## src/hdl/assert_macros.svh

```systemverilog
// Assertion macros shared by the statistics block.
// Included by the modules that check their own logic; no other dependencies.
`ifndef ASSERT_MACROS_SVH
`define ASSERT_MACROS_SVH
`ifndef SYNTHESIS
`define WCQS_ASSERT(lbl, clk_s, rst_s, prop) \
  lbl: assert property (@(posedge clk_s) disable iff (rst_s) (prop)) \
    else $error("wcqs assertion failed");
`define WCQS_NEVER(lbl, clk_s, rst_s, cond) \
  lbl: assert property (@(posedge clk_s) disable iff (rst_s) (!(cond))) \
    else $error("wcqs forbidden condition seen");
`else
`define WCQS_ASSERT(lbl, clk_s, rst_s, prop)
`define WCQS_NEVER(lbl, clk_s, rst_s, cond)
`endif
`endif

```

## src/hdl/wcqs_pkg.sv

```systemverilog
// Package for the weighted coverage quartile statistics block.
// Holds field widths, defaults and register codes; no dependencies.
`timescale 1ns / 1ps
`default_nettype none
package wcqs_pkg;
  localparam int DEFAULT_MAX_NODES = 1024;
  localparam int LEN_W = 32;
  localparam int COV_W = 32;
  localparam int SEG_W = 8;
  localparam int CNT_OUT_W = 11;
  localparam int SUM_OUT_W = 42;
  localparam int APB_DW = 32;
  localparam int APB_AW = 1;
  localparam logic [APB_AW-1:0] ADDR_SEGMENTS = 1'b0;
  localparam logic [SEG_W-1:0] SEG_RESET = 8'd1;
endpackage
`default_nettype wire

```

## src/hdl/wcqs_front.sv

```systemverilog
// Front end: accepts node items, writes coverage to the store, accumulates sums.
// Depends on wcqs_pkg; hands a packed job to the queue on the last node.
`timescale 1ns / 1ps
`default_nettype none
`include "assert_macros.svh"
module wcqs_front #(
  parameter int MAX_NODES = wcqs_pkg::DEFAULT_MAX_NODES,
  parameter int CNT_W = $clog2(MAX_NODES + 1),
  parameter int IDX_W = $clog2(MAX_NODES),
  parameter int JOB_W = 5 * CNT_W + 5 * wcqs_pkg::LEN_W + wcqs_pkg::COV_W
) (
  input  wire logic                        clk,
  input  wire logic                        rst,
  input  wire logic                        start,
  input  wire logic [wcqs_pkg::LEN_W-1:0]  node_length,
  input  wire logic [wcqs_pkg::COV_W-1:0]  coverage,
  input  wire logic                        is_positive,
  input  wire logic                        last_node,
  output logic                             busy,
  input  wire logic                        job_done,
  output logic                             wr_en,
  output logic [IDX_W-1:0]                 wr_addr,
  output logic [wcqs_pkg::COV_W-1:0]       wr_data,
  output logic                             push,
  output logic [JOB_W-1:0]                 job
);
  import wcqs_pkg::*;

  localparam int LSUM_W = LEN_W + CNT_W;
  localparam int WSUM_W = LEN_W + COV_W + CNT_W;
  localparam int PROD_W = LEN_W + COV_W;

  logic              busy_hold;
  logic [CNT_W-1:0]  load_cnt;
  logic              accept;
  logic              room;
  logic [PROD_W-1:0] prod_c;

  // Stage A registers.
  logic              a_vld;
  logic              a_ok;
  logic              a_last;
  logic              a_pos;
  logic [LEN_W-1:0]  a_len;
  logic [PROD_W-1:0] a_prod;
  logic [CNT_W-1:0]  a_n;

  // Accumulators.
  logic [CNT_W-1:0]  pcnt, pcnt_next;
  logic [LSUM_W-1:0] psum, psum_next;
  logic [LSUM_W-1:0] asum, asum_next;
  logic [WSUM_W-1:0] wsum, wsum_next;
  logic [LEN_W-1:0]  minl, minl_next;
  logic [LEN_W-1:0]  maxl, maxl_next;

  // Item acceptance and store write.
  assign accept  = start && !busy_hold;
  assign room    = (load_cnt < CNT_W'(MAX_NODES));
  assign wr_en   = accept && room;
  assign wr_addr = load_cnt[IDX_W-1:0];
  assign wr_data = coverage;
  assign busy    = busy_hold;
  assign prod_c  = PROD_W'(node_length) * PROD_W'(coverage);

  // Next accumulator values for the item in stage A.
  always_comb begin
    pcnt_next = pcnt;
    psum_next = psum;
    asum_next = asum;
    wsum_next = wsum;
    minl_next = minl;
    maxl_next = maxl;
    if (a_vld && a_ok) begin
      if (a_pos) begin
        pcnt_next = pcnt + CNT_W'(1);
        psum_next = psum + LSUM_W'(a_len);
      end
      asum_next = asum + LSUM_W'(a_len);
      wsum_next = wsum + WSUM_W'(a_prod);
      if (a_len < minl) minl_next = a_len;
      if (a_len > maxl) maxl_next = a_len;
    end
  end

  // Control and accumulator state.
  always_ff @(posedge clk) begin
    if (rst) begin
      busy_hold <= 1'b0;
      load_cnt  <= '0;
      a_vld     <= 1'b0;
      push      <= 1'b0;
      pcnt      <= '0;
      psum      <= '0;
      asum      <= '0;
      wsum      <= '0;
      minl      <= '1;
      maxl      <= '0;
    end else begin
      a_vld <= accept;
      if (accept && last_node) begin
        busy_hold <= 1'b1;
      end else if (job_done) begin
        busy_hold <= 1'b0;
      end
      if (accept && last_node) begin
        load_cnt <= '0;
      end else if (accept && room) begin
        load_cnt <= load_cnt + CNT_W'(1);
      end
      push <= a_vld && a_last;
      if (a_vld && a_last) begin
        pcnt <= '0;
        psum <= '0;
        asum <= '0;
        wsum <= '0;
        minl <= '1;
        maxl <= '0;
      end else begin
        pcnt <= pcnt_next;
        psum <= psum_next;
        asum <= asum_next;
        wsum <= wsum_next;
        minl <= minl_next;
        maxl <= maxl_next;
      end
    end
  end

  // Item payload and job snapshot.
  always_ff @(posedge clk) begin
    if (accept) begin
      a_ok   <= room;
      a_last <= last_node;
      a_pos  <= is_positive;
      a_len  <= node_length;
      a_prod <= prod_c;
      a_n    <= load_cnt + CNT_W'(room);
    end
    if (a_vld && a_last) begin
      job <= {a_n, pcnt_next, psum_next, asum_next, wsum_next, minl_next, maxl_next};
    end
  end

  // A job is only handed over while the set is closed.
  `WCQS_ASSERT(a_push_while_busy, clk, rst, push |-> busy_hold)
endmodule
`default_nettype wire

```

## config.mk

```make
export PLATFORM = sky130hd
export DESIGN_NAME = wcqs_front
export DESIGN_NICKNAME = d
export VERILOG_FILES = /design/src/hdl/wcqs_pkg.sv /design/src/hdl/wcqs_front.sv
export VERILOG_INCLUDE_DIRS = /design/src /design/src/hdl
export SDC_FILE = /design/constraint.sdc
export NUM_CORES = 2
export LEC_CHECK = 0
export BUFFER_PORTS_ARGS = -buffer_cell sky130_fd_sc_hd__buf_2
export CAP_MARGIN = 5
export CORE_ASPECT_RATIO = 0.5
export CORE_MARGIN = 2
export CORE_UTILIZATION = 55
export DETAILED_ROUTE_END_ITERATION = 16
export PLACE_DENSITY_LB_ADDON = 0.2
export SLEW_MARGIN = 10
export SYNTH_ARGS = -nofsm -noshare
export SYNTH_HDL_FRONTEND = slang
export SYNTH_SLANG_ARGS = --single-unit
```

## constraint.sdc

```tcl
create_clock -name clk -period 16.3 [get_ports clk]
set_input_delay 0.815 -clock clk [delete_from_list [all_inputs] [get_ports clk]]
set_output_delay 0.815 -clock clk [all_outputs]
set_load 0.02 [all_outputs]
```

==> impl_results.md <==
- Status: finished clean
- Worst-case clock buffer depth: 3
- Worst-Margin Slew: approximately 1100 ps
- Reg area: between 15000 and 20000 um2
- Crit path DAT: slightly below 9000 ps
- Setup bufs post-CTS: 0
- Syn nets: between 7000 and 8000
- Period minus WS final: roughly 8600 ps
- Setup slack, reg-to-reg: around 12000 ps
- CP Data Required Time: between 15000 and 20000 ps
- Critical path's most frequent cell: fa_1
- IO buf count: 361
- Multi-input gate area: between 40000 and 50000 um2
- RePlAce Congestion: between 0.9 and 1
- Post-synthesis register bit count: roughly 610
- Via count of the first global-routing pass: about 49000
- Resized cells post-CTS: 0
- Synth area leaders: fa_1, edfxtp_1, ha_1
- CP endpoint kind: flop
- Final hold violations: 0
- RSZ-0062 raised after global routing: false
- Post-Place Setup Slack: slightly above 7000 ps
- First-pass GRT wire length: 283 mm
- Top-area cell type share of the netlist area: 0.285
- Routed WL: between 150 and 200 mm
- Worst r2r dst: asum[40]$_SDFF_PP0_
- Mapped Cells: around 6500
- Predominant post-synthesis flop cell: edfxtp_1
- Post-synth EDFFs: roughly 360
- Final worst slack: roughly 7700 ps
- Gr usage total: 0.312
- CP cell instances: buf_2 -> and2_1 -> fa_1 -> fa_1 -> inv_1 -> fa_1 -> fa_1 -> inv_1 -> fa_1 -> fa_1 -> fa_1 -> fa_1 -> ha_1 -> a21oi_1 -> o21ai_0 -> a2111oi_0 -> a21oi_1 -> or3_1 -> a21bo_2 -> o31a_1 -> a21oi_2 -> o21ai_0 -> xor2_1
- Vias per cell: approximately 5.7
- Fillcell total: roughly 9600
- CP max stage cell: buf_2
- CTS root buf: clkbuf_16
- Num CTS Buffers: 60
- Synth unique cells: 82
- Startpoint Class: primary input
- CP Buf/Inv Count: 3
- Hold depth: 1
- Final Net Count: 8000
- Synthesis-to-layout area growth: 7.49%
- Die area: ~120000 um2
- Slew Viols, Final: 0
- Cell area after synthesis: roughly 63000 um2
- Top-Level Pins: 362
- Worst hold path class: primary input to flop
- Hold-fix buffers at CTS: 0
- Final cycle utilization of the critical path: 0.525
- Hold slack: around 360 ps
- Final setup fails: 0
- WS Path Type: primary input to flop
- Layout cells sized above 1: 0.0939
- Async S/R FF share, synth: 0
- Max Clk Rate: 117 MHz
- Min-delay src: is_positive
- Crit Path Max Fanout: 33
- Core Rows: just under 90
- Area leader, netlist: fa_1
- Family with the most delay on the worst path: adder cells
- Routed Antenna Nets: 0
- CTS tree: done
- DRT Pass-1 Iters: 6
- Worst hold endpoint: a_pos$_DFFE_PP_
- Largest net degree at the start of global routing: between 90 and 100
- Clock skew: between 40 and 50 ps
- Die W: roughly 480 um
- Max-cap violations: 0
- Die height: between 200 and 250 um
- R2r worst-path depth: 7
- Routed length per instance: 22.5 um
- Vias: 46700
- Initial core utilization: 0.557
- HPWL after detailed placement: ~130 mm
- GRT overflow: 0
- Slew HR: 0.256
- DRT iter0 DRCs: about 4100
- Initial antenna violation count: 12
- Sequential-to-total area share from yosys stat: 0.249
- Reg-to-reg startpoint: a_vld$_SDFF_PP0_
- Total clock sinks: 607
- Final setup TNS: 0 ps
- Max stage delay on crit path: 780 ps
- CORE AREA: between 100000 and 150000 um2
- Average footprint of a synthesized cell: a little under 10 um2
- Ys Warns: 0
- Worst-skew pair later-pin latency: between 600 and 700 ps
- # H-tree levels: 2
- Clock Pin Slew Worst Setup and Hold Paths: roughly 70 ps
- DRC: 0
registers in the layout, summed over array words and instances, names as in the netlist:
register / count
wsum: 75
a_n: 11
a_prod: 64
a_last: 1
busy: 1
a_pos: 1
psum: 43
pcnt: 11
a_ok: 1
push: 1
asum: 43
job: 247
maxl: 32
a_len: 32
minl: 32
load_cnt: 11
a_vld: 1
cell usage after synthesis (all sizes together), types with 6 or more instances:
library cell    n
inv           984
fa            899
and2          783
nand2         726
ha            458
edfxtp        357
a21oi         303
clkbuf        293
dfxtp         250
o21ai         200
nor2          156
xnor2         122
a21o          106
xor2           91
mux2           89
nand3          64
nand4          62
nand2b         60
buf            56
nor3           40
o21bai         37
and3           35
nor2b          32
a31oi          26
a211oi         24
mux2i          23
o21a           19
or3            19
o31ai          15
o211ai         12
a41oi           9
and4            8
a2111oi         7
o31a            6
layout make-up:
type                       instances  share of cell area
sequential                       607               0.232
tap                             1513              0.0279
clock buffer                      77              0.0243
clock inverter                    37             0.00778
antenna                            5            0.000184
multi-input combinational       4518               0.623
timing repair buffer             402              0.0311
inverter                         984              0.0544
placed cells by master, fill, tap and decap left out, types with 196 or more instances in the layout:
master,Yosys,layout
a21oi_1,299,299
buf_2,2,361
fa_1,899,899
inv_1,984,983
ha_1,458,458
dfxtp_1,250,250
edfxtp_1,357,357
nand2_1,726,725
and2_1,782,780
o21ai_0,196,196
worst max-delay path by stage:
stage	depth (start not counted)	to	slack [ps]	from
6_report	23	a_prod[58]$_DFFE_PP_	7740	node_length[8]
5_1_grt	23	a_prod[61]$_DFFE_PP_	7490	node_length[18]
4_1_cts	23	a_prod[58]$_DFFE_PP_	7890	node_length[8]
3_5_place_dp	23	a_prod[58]$_DFFE_PP_	7270	node_length[8]
3_3_place_gp	23	a_prod[58]$_DFFE_PP_	7330	node_length[8]
2_1_floorplan	6	maxl[0]$_SDFF_PP0_	7230	a_vld$_SDFF_PP0_
metal layers:
metal | global-route usage | vias to the layer above | part of all wire
met5 | 0 | - | 0.000098
met4 | 0.0856 | 4 | 0.028
met3 | 0.0690 | 336 | 0.097
met2 | 0.496 | 2132 | 0.45
met1 | 0.433 | 23400 | 0.42
li1 | - | 20800 | -
cells by family (layout without fill, tap and decap cells):
group / count (synthesis) / in the layout / share of synthesized area
AO/OA/AOI/OAI: 825 / 825 / 0.0810
XOR/XNOR: 213 / 213 / 0.0295
adder cells (fa/ha/maj): 1357 / 1357 / 0.376
buffers and inverters: 1333 / 1500 / 0.0823
flip-flops: 607 / 607 / 0.249
multiplexers: 112 / 112 / 0.0195
other: 0 / 5 / 0
AND/OR/NAND/NOR: 2011 / 2011 / 0.163
metrics by stage:
step                 util  cell area, um2  std cells
finish              0.599           67900       8143
global route        0.599           67900       8138
CTS                 0.599           67900       8138
detailed placement  0.580           65700       8024
global placement    0.580           65700       8024
floorplan               -           63200       6458
Power is not shown: default switching activity piles up to over one toggle a cycle in this logic, so the estimate is an artifact.
