## src/hdl/assert_macros.svh

```systemverilog
// Assertion macros shared by the statistics block.
// Included by the modules that check their own logic; no other dependencies.
`ifndef ASSERT_MACROS_SVH
`define ASSERT_MACROS_SVH
`ifndef SYNTHESIS
`define WCQS_ASSERT(lbl, clk_s, rst_s, prop) \
  lbl: assert property (@(posedge clk_s) disable iff (rst_s) (prop)) \
    else $error("wcqs assertion failed");
`define WCQS_NEVER(lbl, clk_s, rst_s, cond) \
  lbl: assert property (@(posedge clk_s) disable iff (rst_s) (!(cond))) \
    else $error("wcqs forbidden condition seen");
`else
`define WCQS_ASSERT(lbl, clk_s, rst_s, prop)
`define WCQS_NEVER(lbl, clk_s, rst_s, cond)
`endif
`endif

```

## src/hdl/wcqs_queue.sv

```systemverilog
// Two-entry job queue between the front end and the back end.
// Depends on assert_macros.svh only; payload width is a parameter.
`timescale 1ns / 1ps
`default_nettype none
`include "assert_macros.svh"
module wcqs_queue #(
  parameter int W = 8
) (
  input  wire logic         clk,
  input  wire logic         rst,
  input  wire logic         push,
  input  wire logic [W-1:0] din,
  input  wire logic         pop,
  output logic              empty,
  output logic [W-1:0]      dout
);
  logic [W-1:0] slots [2];
  logic         wptr;
  logic         rptr;
  logic [1:0]   fill;
  logic         full;

  assign empty = (fill == 2'd0);
  assign full  = (fill == 2'd2);
  assign dout  = slots[rptr];

  // Pointers and fill level.
  always_ff @(posedge clk) begin
    if (rst) begin
      wptr <= 1'b0;
      rptr <= 1'b0;
      fill <= 2'd0;
    end else begin
      if (push) wptr <= ~wptr;
      if (pop) rptr <= ~rptr;
      if (push && !pop) begin
        fill <= fill + 2'd1;
      end else if (pop && !push) begin
        fill <= fill - 2'd1;
      end
    end
  end

  // Entry storage.
  always_ff @(posedge clk) begin
    if (push) slots[wptr] <= din;
  end

  `WCQS_NEVER(a_no_overflow, clk, rst, push && full && !pop)
  `WCQS_NEVER(a_no_underflow, clk, rst, pop && empty)
endmodule
`default_nettype wire

```

## config.mk

```make
export PLATFORM = sky130hd
export DESIGN_NAME = wcqs_queue
export DESIGN_NICKNAME = d
export VERILOG_FILES = /design/src/hdl/wcqs_queue.sv
export VERILOG_INCLUDE_DIRS = /design/src /design/src/hdl
export SDC_FILE = /design/constraint.sdc
export NUM_CORES = 1
export LEC_CHECK = 0
export BUFFER_PORTS_ARGS = -buffer_cell sky130_fd_sc_hd__buf_2
export CAP_MARGIN = 10
export CORE_MARGIN = 1
export CORE_UTILIZATION = 55
export CTS_BUF_LIST = sky130_fd_sc_hd__clkbuf_2
export CTS_CLUSTER_DIAMETER = 30
export DETAILED_ROUTE_END_ITERATION = 16
export PLACE_DENSITY_LB_ADDON = 0.2
export REMOVE_ABC_BUFFERS = 1
export SYNTH_ARGS = -nofsm -noshare
export SYNTH_HDL_FRONTEND = slang
export SYNTH_SLANG_ARGS = --single-unit
export TNS_END_PERCENT = 10
```

## constraint.sdc

```tcl
create_clock -name clk -period 2.1 [get_ports clk]
set_input_delay 0.315 -clock clk [delete_from_list [all_inputs] [get_ports clk]]
set_output_delay 0.315 -clock clk [all_outputs]
set_load 0.02 [all_outputs]
```

==> results.yml, run 1 <==
outcome:
  status: "complete, no violations"
synth:
  yosysSeqAreaShare_pct: 74.96
  synth_fa_ha_area_share_pct: 1.616
  synth_compound_gate_area_share_pct: 1.292
  ys_ff_latch: 21
  synth_top_family_by_area: "multiplexers"
  postSynthAreaPerCell_um2: 16.84
  synthXorXnorAreaFrac_pct: 4.523
  ys_types: 14
  yosys.area_share.simple_pct: 4.847
  synth_mux_area_share_pct: 11.63
  synthCells: 46
  yosysWarnings: 0
  synth_area_um2: 774.5
power_and_ir_drop:
  vdd_drop_max_uv: 619.6
  power.switching_uw: 191.5
  power_frac_comb_pct: 15.3
  switching_share_pct: 24.71
  leakagePower_nw: 0.3637
  p_clk_share_pct: 20.6
  pwr_density_cell_nw_per_um2: 853.1
  p_int_uw: 583.5
  seq_power_share_pct: 64.1
floorplan:
  start_util_pct: 59.52
  core.rowCount: 13
  pin_count: 21
  coreArea_um2: 1301
  fp.dieArea_um2: 1562
  die-height_um: 39.53
  chipWidth_um: 39.53
detailed_routing:
  drc: 0
  ant_nets: 0
  drt-total-wl_um: 1092
  wl_per_cell_um: 13.00
  drtIter0Drc: 11
  via_count: 416
  firstDrtPassIters: 4
  viasPerCell: 4.952
clocking:
  clk_pin_slew_ps: 180
  root_buffer: "clkbuf_2"
  clk_latency_ps: 290
  cts_setup_buffers: 0
  clkSinkCount: 21
  cts_made_buffers: 3
  cts.repair.resized: 0
  htree_num_levels: 1
  holdBufCountCts: 0
  cts_buffer_depth: 2
  cts_tree: "built"
timing:
  tightest_slew_ps: 712.7
  clock.fmax_mhz: 586.5
  final_hold_viol_count: 0
  finalClockSkew_ps: 3.026
  grt_setup_unrepaired: "false"
  fin_crit_sh_pct: 81.19
  setup_viol: 0
  finalCriticalPeriod_ps: 1705
  drv_slew: 0
  relSlewSlack_pct: 52.39
  whs_ps: 196.6
  fin_tns_setup_ps: 0
finish:
  drive_above_1_share_pct: 46.38
  fin_nets: 83
  area_growth_syn_to_layout_pct: 17.29
  mostFrequentLayoutCells: "20 x buf_2, 16 x edfxtp_1, 8 x mux2_2, 5 x nor2_1, 5 x dfxtp_1"
  layout_commonest_cell: "buf_2"
  antenna_cells: 0
job:
  max_cap_violations: 0
grt:
  antenna_found_initial: 0
  grt_usage_pct: 16.87
  grt_max_degree: 12
  grt_pass1_vias: 405
  grt_pass1_wl_um: 1621
  grt_overflow_total: 0
setup_path:
  worst-setup-path-type: "flip-flop to output pin"
  path_max_fanout: 8
  required_ps: 1780
  reg2reg_slack_ps: 820
  timing.rr.start: "wptr$_SDFFE_PP0P_"
  reg2reg_depth: 1
  startpoint_type: "flip-flop"
  r2r-end: "slots[0][0]$_DFFE_PP_"
  worstSetupEndpointType: "output pin"
  arrival_ps: 1390
hold_path:
  worstHoldPathCells: 1
  holdPathEnd: "slots[0][3]$_DFFE_PP_"
  hp-start: "din[3]"
  hp-class: "input port to flip-flop"
placement:
  post-dp-hpwl_um: 804.4
  numPortBuffers: 20
  gp_congestion: 0.5722
[cell usage after synthesis, drive strengths merged]
cell type | count | share of area, %
edfxtp | 16 | 62
o21ai | 1 | 0.65
a21oi | 1 | 0.65
buf | 1 | 0.65
mux2 | 8 | 12
ha | 1 | 1.6
and2 | 1 | 0.81
nor2b | 1 | 0.81
dfxtp | 5 | 13
or3 | 1 | 0.81
inv | 1 | 0.48
nor2 | 5 | 2.4
xor2 | 2 | 2.3
xnor2 | 2 | 2.3
[worst max-delay path: stages (launching register included)]
cell     delay, ps
dfxtp_1        560
mux2_2         390
buf_2          160
[worst max-delay path by stage]
stage | from | end | slack (ps) | depth (start not counted)
after floorplan | flip-flop | dout[0] | 920 | 1
after global placement | push | slots[0][7]$_DFFE_PP_ | 710 | 2
after detailed placement | push | slots[0][1]$_DFFE_PP_ | 690 | 2
after CTS | flip-flop | dout[0] | 370 | 2
after global routing | flip-flop | dout[4] | 300 | 2
final | flip-flop | dout[0] | 400 | 2
[cell type report]
type	count	area [um2]
Inverter	1	3.754
Tap cell	15	18.77
Fill cell	92	392.9
Sequential cell	21	580.6
Clock buffer	4	20.02
Timing Repair Buffer	20	100.1
Multi-Input combinational cell	23	185.2
[per-layer routing]
| metal | vias up | track usage (%) | routed length (um) |
|---|---|---|---|
| met2 | 14 | 31.15 | 539 |
| met4 | 0 | 7.759 | 12 |
| li1 | 216 | - | - |
| met3 | 2 | 5.114 | 51 |
| met5 | - | 0 | 0 |
| met1 | 184 | 16.79 | 488 |
[through the flow]
stage	std cells	power (mW)	worst slack, ps	cell area, um2	utilization (%)
6_report	84	0.7750	395.1	908.4	69.81
3_3_place_gp	80	0.6209	713.4	888.4	68.27
2_1_floorplan	45	0.5818	917.3	769.5	-
5_1_grt	84	0.8064	303.9	908.4	69.81
3_5_place_dp	80	0.6263	690.7	888.4	68.27
4_1_cts	84	0.7795	369.7	908.4	69.81
[power by group through the flow]
| stage | clock network [mW] | logic [mW] | registers (mW) |
|---|---|---|---|
| 6_report | 0.160 | 0.118 | 0.497 |
| 5_1_grt | 0.176 | 0.130 | 0.501 |
| 4_1_cts | 0.162 | 0.120 | 0.497 |
| 3_5_place_dp | 0 | 0.120 | 0.507 |
| 3_3_place_gp | 0 | 0.116 | 0.505 |
| 2_1_floorplan | 0 | 0.0803 | 0.501 |
[sequential cells by signal, summed over array words and instances (netlist names), named ones only]
signal / cells
slots: 16
fill: 2
rptr: 1
wptr: 1
[logic make-up (layout without fill, tap and decap cells)]
group,Yosys count,after routing
compound gates,2,2
xor+xnor,4,4
fa+ha+maj,1,1
buf+inv,2,25
flops,21,21
mux,8,8
simple gates,8,8
(Power assumes the default switching activity.)
==> inputs of run 2 (changes only) <==
- ABC_AREA: default -> 1
- CORE_UTILIZATION: 55 -> 48
- clock period: 2.1 -> 1.5 ns (I/O delays scaled with it)
==> run 2 against run 1 <==
The run now ends with DRC left. Cell count up 18%. Utilization down 2.6 points. Sequential share of layout area down 8.4 points. Power up 46%. Critical path type unchanged. Largest cell class unchanged.
==> results.yml, run 2 <==
timing:
  relSlewSlack_pct: 76.42
  finalClockSkew_ps: 7.565
  fin_crit_sh_pct: 99.20
  drv_slew: 0
  clock.fmax_mhz: 672.0
  grt_setup_unrepaired: "true"
  whs_ps: 81.60
  worst_slack_ps: 11.93
  tightest_slew_ps: 353.4
  final_hold_viol_count: 0
  setup_viol: 0
  finalCriticalPeriod_ps: 1488
synth:
  postSynthAreaPerCell_um2: 14.69
  yosys.cell_count.top_type: "edfxtp_1"
  yosysWarnings: 0
  yosysSeqAreaShare_pct: 69.36
  synth_area_um2: 837.1
  synth-async-reset-ratio_pct: 0
  synthFlopType: "edfxtp_1"
  yosys.area.top_type_share_pct: 57.40
  ys_ff_latch: 21
  synthCells: 57
  ys_top_cells_by_area: "edfxtp_1 57%, mux2_4 14%, dfxtp_1 12%"
  synth_common_cells: "16 x edfxtp_1, 8 x inv_1, 8 x mux2_4, 6 x nor2_1, 5 x dfxtp_1"
  ys_types: 16
  synth_top_area_cell: "edfxtp_1"
  synth-edff-count: 16
clocking:
  cts_tree: "built"
  cts_made_buffers: 3
  clk_pin_slew_ps: 190
  holdBufCountCts: 0
  cts_buffer_depth: 2
  root_buffer: "clkbuf_2"
  clk_latency_ps: 300
  cts_setup_buffers: 0
  clkSinkCount: 21
  htree_num_levels: 1
finish:
  layout_commonest_cell: "edfxtp_1"
  drive_above_1_share_pct: 45.78
  antenna_cells: 0
  largest_reg_flops: 16
  regMostFlops: "slots"
  fin_nets: 97
  largestRegisters: "slots x16, fill x2"
  area_growth_syn_to_layout_pct: 25.11
  design_area_um2: 1047
  mostFrequentLayoutCells: "16 x edfxtp_1, 12 x buf_2, 8 x mux2_4, 8 x inv_1, 8 x buf_6"
placement:
  numPortBuffers: 20
  place_worst_setup_slack_ps: 321.0
  placedInstanceArea_um2: 968.4
  post-dp-hpwl_um: 841.8
  gp_congestion: 0.6417
grt:
  antenna_found_initial: 0
  grt_max_degree: 13
  grt_usage_pct: 13.54
  grt_pass1_vias: 437
  grt_pass1_wl_um: 1821
  grt_overflow_total: 0
detailed_routing:
  via_count: 470
  drt-total-wl_um: 1161
  ant_nets: 0
  viasPerCell: 4.747
  wl_per_cell_um: 11.73
  drtIter0Drc: 4
  drc: 2
  firstDrtPassIters: 10
power_and_ir_drop:
  switching_share_pct: 25.31
  power.switching_uw: 286.4
  vdd_drop_max_uv: 613.1
  p_clk_share_pct: 19.8
  seq_power_share_pct: 60.1
  power_frac_comb_pct: 20.1
  pwr_density_cell_nw_per_um2: 1081
  leakagePower_nw: 0.4658
  total_power_mw: 1.132
  p_int_uw: 845.4
floorplan:
  chipWidth_um: 43.76
  core.rowCount: 14
  coreArea_um2: 1559
  fp.dieArea_um2: 1915
  start_util_pct: 53.69
  pin_count: 21
  die-height_um: 43.76
outcome:
  status: "finished with violations"
  violations: "DRC"
hold_path:
  hp-class: "input port to flip-flop"
setup_path:
  required_ps: 1270
  reg2reg_slack_ps: 480
  worst-setup-path-type: "flip-flop to output pin"
  startpoint_type: "flip-flop"
  worstSetupEndpointType: "output pin"
  arrival_ps: 1260
  path_max_fanout: 8
job:
  max_cap_violations: 0
run 2: power groups by stage:
stage	clock, mW	combinational [mW]	sequential (mW)
6_report	0.224	0.227	0.680
5_1_grt	0.254	0.245	0.684
4_1_cts	0.230	0.201	0.681
3_5_place_dp	0	0.193	0.693
3_3_place_gp	0	0.189	0.690
2_1_floorplan	0	0.121	0.698
run 2: final timing paths:
kind	startpoint	depth (start not counted)	end
min reg2reg	fill[0]$_SDFFE_PP0P_	2	fill[0]$_SDFFE_PP0P_
min	rst	2	flip-flop
max reg2reg	wptr$_SDFFE_PP0P_	2	slots[1][6]$_DFFE_PP_
max	flip-flop	3	dout[2]
run 2: layout make-up:
type,count,area (um2)
flip-flops and latches,21,581.8
fillers,110,511.7
multi-input cells,26,211.5
repair buffers,23,180.2
inverters,9,33.78
well taps,16,20.02
clock buffers,3,15.01
clock inverters,1,5.005
run 2: metal layers:
metal | routed length [um] | part of all wire, % | track usage [%]
met4 | 0 | 0 | 3.750
met3 | 54 | 4.7 | 5.000
met1 | 570 | 49 | 17.50
met2 | 536 | 46 | 21.49
met5 | 0 | 0 | 0
run 2: cell families after synthesis:
kind of cell	count (synthesis)	share of synthesized area, %
multiplexers	8	14.35
XOR/XNOR	1	1.047
AO/OA/AOI/OAI	2	1.195
AND/OR/NAND/NOR	14	7.174
buffers and inverters	10	5.381
adder cells (fa/ha/maj)	1	1.495
flip-flops	21	69.36
run 2: what timing repair did:
action                     CTS  global route
pin swaps                    0             0
setup endpoints to repair    8             8
resized for setup            5            14
run 2: through the flow:
stage,util [%],setup TNS [ps],std cells
6_report,67.18,0,99
3_3_place_gp,62.12,0,95
2_1_floorplan,-,0,56
4_1_cts,64.37,-53.03,99
5_1_grt,67.18,-309.2,99
3_5_place_dp,62.12,0,95
run 2: worst max-delay path: stages (launching register included):
cell	delay, ps
dfxtp_2	370
buf_8	140
mux2_4	310
buf_6	130
==> inputs of run 3 (changes only) <==
- ABC_AREA: 1 -> default
- CORE_UTILIZATION: 48 -> 47
- RECOVER_POWER: default -> 50
==> run 3 against run 2 <==
Via count is 8.9% lower. Worst hold slack improved by 20 ps. The run now ends clean. First-iteration DRC count up 25%. Critical path depth fell by 1. Routed wire length fell by 4.2%. Clock skew grew 4.3 ps. Largest power group unchanged. Utilization shrank 6.8 points. Die area is 5.3% lower. Worst setup slack improved by 24 ps. Global-route usage is 0.82 points higher. Critical path type unchanged. Cell count is 13% lower. Count of clock-buffer cells in the layout grew 1.
==> results.yml, run 3 (synthesis gave the netlist of run 1 again) <==
setup_path:
  startpoint_type: "flip-flop"
  reg2reg_slack_ps: 440
  timing.rr.start: "wptr$_SDFFE_PP0P_"
  cpPeakStageDelay_ps: 440
  worstSetupEndpointType: "output pin"
  reg2reg_depth: 1
  path_max_fanout: 8
  required_ps: 1270
  r2r-end: "slots[1][0]$_DFFE_PP_"
  crit_chain: "mux2_2 > buf_4"
  worst-setup-path-type: "flip-flop to output pin"
  cpLargestDelayFamily: "flip-flops"
  path_buf_inv: 1
  path_depth: 2
  arrival_ps: 1240
  worst_path_max_delay_cell: "dfxtp_4"
finish:
  largestRegisters: "slots x16, fill x2"
  antenna_cells: 0
  layout_commonest_cell: "edfxtp_1"
  drive_above_1_share_pct: 41.43
  largest_reg_flops: 16
  mostFrequentLayoutCells: "16 x edfxtp_1, 13 x buf_2, 8 x mux2_2, 5 x nor2_1, 5 x clkbuf_1"
  fillCellCount: 125
  fin_nets: 84
  fin_cells: 86
  regMostFlops: "slots"
  area_growth_syn_to_layout_pct: 18.74
detailed_routing:
  via_count: 428
  wl_per_cell_um: 12.93
  wl_met2_um: 562
  top_layer_used: "met3"
  drt-total-wl_um: 1112
  firstDrtPassIters: 3
  drtIter0Drc: 5
  drc: 0
  ant_nets: 0
  route.met3.wl_um: 61
  drt-met1-wl_um: 488
  viasPerCell: 4.977
grt:
  grt_max_degree: 12
  grt_overflow_total: 0
  grt_pass1_vias: 454
  grt_pass1_wl_um: 1918
  antenna_found_initial: 0
  grt_usage_pct: 14.36
power_and_ir_drop:
  total_power_mw: 1.091
  leakagePower_nw: 0.3572
  pwr_density_cell_nw_per_um2: 1186
  vdd_drop_max_uv: 715.9
hold_path:
  worstHoldPathCells: 1
  holdPathEnd: "slots[1][7]$_DFFE_PP_"
  hp-class: "input port to flip-flop"
  hp-start: "din[7]"
placement:
  gp_congestion: 0.6741
  post-dp-hpwl_um: 820.6
  dp.cells: 82
  numPortBuffers: 20
timing:
  finalCriticalPeriod_ps: 1464
  fin_crit_sh_pct: 97.60
  drv_slew: 0
  tightest_slew_ps: 363.4
  finalClockSkew_ps: 11.83
  relSlewSlack_pct: 75.78
  final_hold_viol_count: 0
  setup_viol: 0
  fin_tns_setup_ps: 0
  grt_setup_unrepaired: "true"
  clock.fmax_mhz: 683.0
floorplan:
  pin_count: 21
  fp.dieArea_um2: 1814
  core.rowCount: 14
  coreArea_um2: 1524
  die-height_um: 42.60
  start_util_pct: 50.82
  chipWidth_um: 42.60
clocking:
  cts_buffer_depth: 2
  cts_made_buffers: 3
  cts_tree: "built"
  htree_num_levels: 1
  clkSinkCount: 21
  clk_pin_slew_ps: 180
  root_buffer: "clkbuf_2"
  cts_setup_buffers: 0
  clk_latency_ps: 300
outcome:
  status: "complete, no violations"
job:
  max_cap_violations: 0
## run 3: cell count changes in the layout (fill, tap and decap cells not counted), moves of 2 or more
cell      before  now
xor2_1         0    2
inv_1          8    1
buf_6          8    0
clkbuf_1       0    5
nand2_1        4    0
mux2_2         0    8
mux2_4         8    0
## run 3: area by class of cell
cell class	instances	area (um2)	share of cell area [%]
sequential	21	584.3	63.54
multi-input combinational	23	185.2	20.14
timing repair buffer	21	106.4	11.56
clock buffer	4	20.02	2.177
tap	16	20.02	2.177
inverter	1	3.754	0.4082
## run 3: metrics by stage
stage / utilization (%) / setup WS (ps) / cell area, um2 / hold slack (ps)
after floorplan: - / 407.3 / 769.5 / 294.1
final: 60.34 / 35.95 / 919.6 / 101.6
after detailed placement: 58.87 / 223.8 / 897.1 / 417.9
after global placement: 58.87 / 240.5 / 897.1 / 412.1
after global routing: 60.34 / -29.07 / 919.6 / 61.51
after CTS: 60.43 / 16.18 / 920.9 / 75.24
## run 3: timing repair
action                     4_1_cts  5_1_grt
hold buffers                     0        0
gates resized for setup          2        2
setup endpoints to repair        8        8
## run 3: how the worst max path moves through the flow
stage	start	to	slack [ps]
floorplan	flip-flop	dout[0]	410
global placement	flip-flop	dout[4]	240
detailed placement	flip-flop	dout[6]	220
CTS	flip-flop	dout[6]	20
global route	flip-flop	dout[6]	-30
finish	flip-flop	dout[6]	40
## run 3: routing by layer
layer / global-route usage [%] / vias up
met5: 0 / -
met4: 3.750 / 0
met3: 4.310 / 0
met2: 26.15 / 18
met1: 16.18 / 197
li1: - / 213
## run 3: report_power, final
group          total (mW)  internal [mW]  leakage [nW]  switching, mW
Sequential          0.695          0.672         0.192         0.0233
Clock               0.224         0.0707        0.0166          0.153
Combinational       0.172         0.0789         0.148         0.0930
